===== config.mk =====
export PLATFORM = sky130hd
export DESIGN_NAME = psc_ctrl
export DESIGN_NICKNAME = d
export VERILOG_FILES = /design/src/sv/psc_pkg.sv /design/src/sv/psc_ctrl.sv
export SDC_FILE = /design/constraint.sdc
export NUM_CORES = 1
export LEC_CHECK = 0
export BUFFER_PORTS_ARGS = -buffer_cell sky130_fd_sc_hd__buf_2
export CAP_MARGIN = 15
export CORE_AREA = 2 2 39 41
export DETAILED_ROUTE_END_ITERATION = 10
export DIE_AREA = 0 0 41 43
export GPL_TIMING_DRIVEN = 0
export HOLD_SLACK_MARGIN = 0.08
export PLACE_DENSITY = 0.59
export SLEW_MARGIN = 20
export SYNTH_ARGS = -nofsm -noshare
export SYNTH_HDL_FRONTEND = slang
export SYNTH_SLANG_ARGS = --single-unit

===== constraint.sdc =====
create_clock -name clk -period 3.6 [get_ports clk]
set_input_delay 1.08 -clock clk [delete_from_list [all_inputs] [get_ports clk]]
set_output_delay 1.08 -clock clk [all_outputs]
set_load 0.02 [all_outputs]

===== src/sv/psc_pkg.sv =====
// Shared types and constants for the pitch shift comb voice block.
`default_nettype none
package psc_pkg;

  localparam int SAMPLE_W = 16;
  localparam int CFG_DATA_W = 24;
  localparam int CFG_IDX_W = 2;

  // Register indexes.
  localparam logic [CFG_IDX_W-1:0] REG_PHASE_STEP = 2'd0;
  localparam logic [CFG_IDX_W-1:0] REG_WINDOW_LEN = 2'd1;
  localparam logic [CFG_IDX_W-1:0] REG_COMB_DELAY = 2'd2;
  localparam logic [CFG_IDX_W-1:0] REG_COMB_GAIN  = 2'd3;

  // Shared multiplier operand selects.
  localparam logic [1:0] MOP_DLY  = 2'd0;  // phase * window length
  localparam logic [1:0] MOP_FRAC = 2'd1;  // frac * (b - a)
  localparam logic [1:0] MOP_WIN  = 2'd2;  // tap * window weight
  localparam logic [1:0] MOP_COMB = 2'd3;  // history * comb gain

  typedef struct packed {
    logic       accept;
    logic [1:0] mul_op;
    logic       tap2;
    logic       addr_ld;
    logic       rd_i0;
    logic       rd_i1;
    logic       cap_a;
    logic       tap_ld;
    logic       acc_tap;
    logic       acc_comb;
    logic       rd_hist;
    logic       finish;
  } psc_cmd_t;

endpackage
`default_nettype wire


===== src/sv/psc_ctrl.sv =====
// Sequencer for the pitch shift comb voice: walks both taps and the comb term.
`default_nettype none
module psc_ctrl (
  input  wire logic            clk,
  input  wire logic            rst_n,
  input  wire logic            in_valid,
  output logic                 in_ready,
  output logic                 out_valid,
  input  wire logic            out_ready,
  output psc_pkg::psc_cmd_t    cmd
);
  import psc_pkg::*;

  localparam logic [3:0] S_IDLE = 4'd0;
  localparam logic [3:0] S_MD   = 4'd1;
  localparam logic [3:0] S_AD   = 4'd2;
  localparam logic [3:0] S_RA   = 4'd3;
  localparam logic [3:0] S_RB   = 4'd4;
  localparam logic [3:0] S_MF   = 4'd5;
  localparam logic [3:0] S_ST   = 4'd6;
  localparam logic [3:0] S_MW   = 4'd7;
  localparam logic [3:0] S_AC   = 4'd8;
  localparam logic [3:0] S_RH   = 4'd9;
  localparam logic [3:0] S_HA   = 4'd10;
  localparam logic [3:0] S_HC   = 4'd11;
  localparam logic [3:0] S_OUT  = 4'd12;

  logic [3:0] state_r, state_nxt;
  logic       tap2_r, tap2_nxt;
  logic       ovld_r, ovld_nxt;
  logic       can_finish;

  assign in_ready   = (state_r == S_IDLE);
  assign out_valid  = ovld_r;
  assign can_finish = !ovld_r || out_ready;

  always_comb begin
    state_nxt    = state_r;
    tap2_nxt     = tap2_r;
    ovld_nxt     = ovld_r;
    cmd          = '0;
    cmd.tap2     = tap2_r;
    cmd.mul_op   = MOP_DLY;
    if (ovld_r && out_ready) begin
      ovld_nxt = 1'b0;
    end
    case (state_r)
      S_IDLE: begin
        if (in_valid) begin
          cmd.accept = 1'b1;
          tap2_nxt   = 1'b0;
          state_nxt  = S_MD;
        end
      end
      S_MD: begin
        cmd.mul_op = MOP_DLY;
        state_nxt  = S_AD;
      end
      S_AD: begin
        cmd.addr_ld = 1'b1;
        state_nxt   = S_RA;
      end
      S_RA: begin
        cmd.rd_i0 = 1'b1;
        state_nxt = S_RB;
      end
      S_RB: begin
        cmd.rd_i1 = 1'b1;
        cmd.cap_a = 1'b1;
        state_nxt = S_MF;
      end
      S_MF: begin
        cmd.mul_op = MOP_FRAC;
        state_nxt  = S_ST;
      end
      S_ST: begin
        cmd.tap_ld = 1'b1;
        state_nxt  = S_MW;
      end
      S_MW: begin
        cmd.mul_op = MOP_WIN;
        state_nxt  = S_AC;
      end
      S_AC: begin
        cmd.acc_tap = 1'b1;
        if (tap2_r) begin
          state_nxt = S_RH;
        end else begin
          tap2_nxt  = 1'b1;
          state_nxt = S_MD;
        end
      end
      S_RH: begin
        cmd.rd_hist = 1'b1;
        state_nxt   = S_HA;
      end
      S_HA: begin
        cmd.mul_op = MOP_COMB;
        state_nxt  = S_HC;
      end
      S_HC: begin
        cmd.acc_comb = 1'b1;
        state_nxt    = S_OUT;
      end
      S_OUT: begin
        if (can_finish) begin
          cmd.finish = 1'b1;
          ovld_nxt   = 1'b1;
          state_nxt  = S_IDLE;
        end
      end
      default: begin
        state_nxt = S_IDLE;
      end
    endcase
  end

  always_ff @(posedge clk) begin
    if (!rst_n) begin
      state_r <= S_IDLE;
      tap2_r  <= 1'b0;
      ovld_r  <= 1'b0;
    end else begin
      state_r <= state_nxt;
      tap2_r  <= tap2_nxt;
      ovld_r  <= ovld_nxt;
    end
  end

`ifndef SYNTHESIS
  a_finish_room: assert property (@(posedge clk) disable iff (!rst_n)
    cmd.finish |-> (!ovld_r || out_ready))
    else $error("result overwritten while previous beat pending");
  a_accept_start: assert property (@(posedge clk) disable iff (!rst_n)
    cmd.accept |=> (state_r == S_MD) && !tap2_r)
    else $error("sample accept did not start first tap");
  a_second_tap_done: assert property (@(posedge clk) disable iff (!rst_n)
    (state_r == S_AC) && tap2_r |=> (state_r == S_RH))
    else $error("second tap did not lead to comb read");
`endif
endmodule
`default_nettype wire


==> flow_results.xml <==
<?xml version="1.0" encoding="UTF-8"?>
<metrics>
  <group name="sta">
    <metric name="setup_violations" unit="">0</metric>
    <metric name="worst-slew-pin-transition" unit="ns">0.312</metric>
    <metric name="tns" unit="ns">0</metric>
    <metric name="fin_worst_skew" unit="ns">0.00735</metric>
    <metric name="slew_headroom" unit="">0.791</metric>
    <metric name="final_hold_violation_count" unit="">0</metric>
    <metric name="grt_setup_unrepaired" unit="">false</metric>
    <metric name="fmax" unit="MHz">371</metric>
    <metric name="layout_worst_path_cycle_share" unit="">0.749</metric>
    <metric name="min_period" unit="ns">2.69</metric>
    <metric name="finalMaxSlewViolations" unit="">0</metric>
  </group>
  <group name="cts">
    <metric name="total_number_of_clock_tree_sinks" unit="">6</metric>
    <metric name="cts_resized" unit="">0</metric>
    <metric name="clock_insertion_delay_worst_skew" unit="ns">0.24</metric>
    <metric name="path_clk_slew" unit="ns">0.05</metric>
    <metric name="cts_made_buffers" unit="">3</metric>
    <metric name="clock_tree.htree_level_count" unit="">1</metric>
    <metric name="clock-root-buffer" unit="">clkbuf_4</metric>
    <metric name="cts_hold_buf" unit="">0</metric>
    <metric name="tritoncts" unit="">built</metric>
    <metric name="buffer_levels_on_the_longest_clock_path" unit="">2</metric>
    <metric name="postCtsSetupBuffers" unit="">0</metric>
  </group>
  <group name="place">
    <metric name="dpl_cell_area" unit="µm²">532</metric>
    <metric name="place_congestion" unit="">0.794</metric>
    <metric name="io_buffer_count" unit="">18</metric>
    <metric name="hpwlAfterDp" unit="µm">769</metric>
  </group>
  <group name="critical_path">
    <metric name="crit_path_cell_trace" unit="">buf_2 -&gt; nor2b_1 -&gt; nor3_1 -&gt; buf_2</metric>
    <metric name="worst_ep_required" unit="ns">2.52</metric>
    <metric name="cp.buffers_inverters" unit="">2</metric>
    <metric name="slowest_delay" unit="ns">0.20</metric>
    <metric name="critical_path.slowest_cell" unit="">nor2b_1</metric>
    <metric name="cpLargestDelayFamily" unit="">simple AND/OR/NAND/NOR gates</metric>
    <metric name="crit_path_max_fanout" unit="">3</metric>
    <metric name="crit-reg2reg-launch" unit="">state_r[1]$_SDFFE_PN0P_</metric>
    <metric name="worst_setup_path_startpoint" unit="">out_ready</metric>
    <metric name="crit_path_end_kind" unit="">output pin</metric>
    <metric name="criticalPathCategory" unit="">primary input to output pin</metric>
    <metric name="crit_start_category" unit="">primary input</metric>
    <metric name="critical_path_arrival" unit="ns">1.61</metric>
    <metric name="crit_top_cell" unit="">buf_2</metric>
  </group>
  <group name="yosys">
    <metric name="yosys-top-cells-area" unit="">dfxtp_1 28%, nor3_1 8.3%, nand2b_1 5.9%</metric>
    <metric name="synth-compound-area-share" unit="">0.181</metric>
    <metric name="postSynthCellCount" unit="">55</metric>
    <metric name="synth_adder_area_share" unit="">0</metric>
    <metric name="synth.ff_latch_count" unit="">6</metric>
    <metric name="mappedNetlistArea" unit="µm²">422</metric>
    <metric name="seq_total_area_yosys" unit="">0.285</metric>
    <metric name="synth_top_family_by_area" unit="">simple AND/OR/NAND/NOR gates</metric>
    <metric name="mappedNetlistNets" unit="">59</metric>
    <metric name="synth_top_area_cell" unit="">dfxtp_1</metric>
    <metric name="synth.avg_cell_area" unit="µm²">7.67</metric>
    <metric name="synth_mux_area_frac" unit="">0</metric>
    <metric name="synth_xor_xnor_area_share" unit="">0.0208</metric>
    <metric name="yosys_warnings" unit="">0</metric>
    <metric name="synth_top_area_share" unit="">0.285</metric>
    <metric name="synth-simple-area-share" unit="">0.404</metric>
    <metric name="synth.distinct_cells" unit="">25</metric>
  </group>
  <group name="final_layout">
    <metric name="antenna-diode-count" unit="">0</metric>
    <metric name="most-common-layout-cells" unit="">22 x buf_2, 7 x nor3_1, 6 x dfxtp_1</metric>
    <metric name="layout_commonest_cell" unit="">buf_2</metric>
    <metric name="final_layout_size_suffix_gt1_frac" unit="">0.408</metric>
    <metric name="fin_area" unit="µm²">554</metric>
    <metric name="finish.net_count" unit="">82</metric>
    <metric name="ff_latch_area" unit="µm²">120</metric>
    <metric name="fillers" unit="">155</metric>
    <metric name="layout-area-overhead-vs-synth" unit="%">31.5</metric>
    <metric name="multi_input_comb_area" unit="µm²">255</metric>
  </group>
  <group name="power_and_ir_drop">
    <metric name="report.power.total" unit="W">0.000195</metric>
    <metric name="ir_worst_vdd" unit="V">0.000187</metric>
    <metric name="leakagePower" unit="nW">0.274</metric>
    <metric name="power_density" unit="mW/mm²">352</metric>
  </group>
  <group name="global_route">
    <metric name="grt_first_pass_wirelength" unit="µm">1620</metric>
    <metric name="vias_in_the_first_global_route" unit="">390</metric>
    <metric name="grt_usage" unit="">0.137</metric>
    <metric name="met3_track_usage_gr" unit="">0.0157</metric>
    <metric name="grt_met1_use" unit="">0.167</metric>
    <metric name="globalRouteOverflowTotal" unit="">0</metric>
    <metric name="grt_antenna_before_repair" unit="">0</metric>
    <metric name="grt_max_degree" unit="">11</metric>
    <metric name="global_routing_s_busiest_layer" unit="">met2</metric>
    <metric name="groute.layer.met2.usage" unit="">0.197</metric>
  </group>
  <group name="floorplan">
    <metric name="boundaryPins" unit="">19</metric>
    <metric name="chipWidth" unit="µm">41</metric>
    <metric name="core_area" unit="mm²">0.00138</metric>
    <metric name="die_footprint" unit="mm²">0.00176</metric>
    <metric name="core.rowCount" unit="">14</metric>
    <metric name="initial_core_utilization" unit="">0.305</metric>
    <metric name="fp.dieH" unit="µm">43</metric>
  </group>
  <group name="route">
    <metric name="route.antenna.remaining_nets" unit="">0</metric>
    <metric name="drt_iter0_drc" unit="">2</metric>
    <metric name="wirelength" unit="µm">1020</metric>
    <metric name="drc_errors" unit="">0</metric>
    <metric name="route.detailed.vias_per_inst" unit="">4.75</metric>
    <metric name="num_vias" unit="">437</metric>
    <metric name="dr.pass1.iters" unit="">2</metric>
    <metric name="wl_per_cell" unit="µm">11.1</metric>
  </group>
  <group name="run_status">
    <metric name="status" unit="">finished, final reports clean</metric>
  </group>
  <group name="run">
    <metric name="maxCapViolations" unit="">0</metric>
  </group>
  <group name="hold_path">
    <metric name="worst_hold_path_type" unit="">flop to flop</metric>
    <metric name="timing.hold.worst.start" unit="">tap2_r$_SDFFE_PN0P_</metric>
  </group>
</metrics>
==> through the flow <==
step	instances	setup WS, ns	hold WS [ns]	utilization
after CTS	92	0.905	0.604	0.401
after global routing	92	0.824	0.643	0.401
after floorplan	55	0.935	0.557	-
final	92	0.905	0.608	0.401
after detailed placement	89	0.905	0.597	0.384
after global placement	89	0.889	0.607	0.384
==> synth_stat cells <==
library cell	number
nor2b_1	3
nor3_1	7
o21ai_2	1
o21a_1	3
nor4b_1	1
or4_4	1
a21oi_1	2
a21boi_0	1
a31oi_1	1
buf_4	3
and4bb_2	1
nor3b_1	1
nand2_1	4
buf_2	4
and3b_1	1
and3_1	1
o22ai_1	1
nand2b_1	4
o21ai_0	3
and2_1	1
nand3b_1	1
dfxtp_1	6
xor2_1	1
inv_1	1
nor2_1	2
==> where the power goes <==
group / leakage (nW) / switching, W / internal, W / total [W]
clock: 0.0138 / 0.0000233 / 0.0000376 / 0.0000609
combinational: 0.212 / 0.0000347 / 0.0000231 / 0.0000578
sequential: 0.0488 / 0.00000589 / 0.0000706 / 0.0000765
total: 0.274 / 0.0000639 / 0.000131 / 0.000195
==> per-layer routing <==
| layer | share of wire | wire length [µm] |
|---|---|---|
| met1 | 0.48 | 495 |
| met2 | 0.42 | 435 |
| met3 | 0.078 | 80 |
| met4 | 0.012 | 12 |
| met5 | 0 | 0 |
==> final timing paths <==
kind | to | slack [ns] | cells after the start
worst max-delay path | cmd[0] | 0.91 | 4
worst min-delay path | state_r[3]$_SDFFE_PN0P_ | 0.61 | 2
worst max register to register | state_r[0]$_SDFFE_PN0P_ | 2.31 | 3
worst min register to register | state_r[3]$_SDFFE_PN0P_ | 0.61 | 2
==> flip-flops by register name, indices dropped and copies added (netlist names) <==
signal	cells
out_valid	1
state_r	4
tap2_r	1
==> worst register-to-register path: cells and delay by family, from the launching register on <==
kind | cells | cell delay, ns
DFF | 1 | 0.35
and+or+nand+nor | 2 | 0.63
AOI/OAI and AO/OA | 1 | 0.20
==> area by class of cell <==
cell class | count | share of cell area
buffer | 7 | 0.0767
clock buffer | 3 | 0.0406
inverter | 1 | 0.00677
multi-input combinational | 41 | 0.460
sequential | 6 | 0.217
tap | 16 | 0.0361
timing repair buffer | 18 | 0.163
==> kinds of logic (layout without fill, tap and decap cells) <==
logic type	after synthesis	after routing
xor+xnor	1	1
compound gates	12	12
buf+inv	8	29
simple gates	28	28
flops	6	6
No activity file was read; power rests on OpenSTA's default activity.
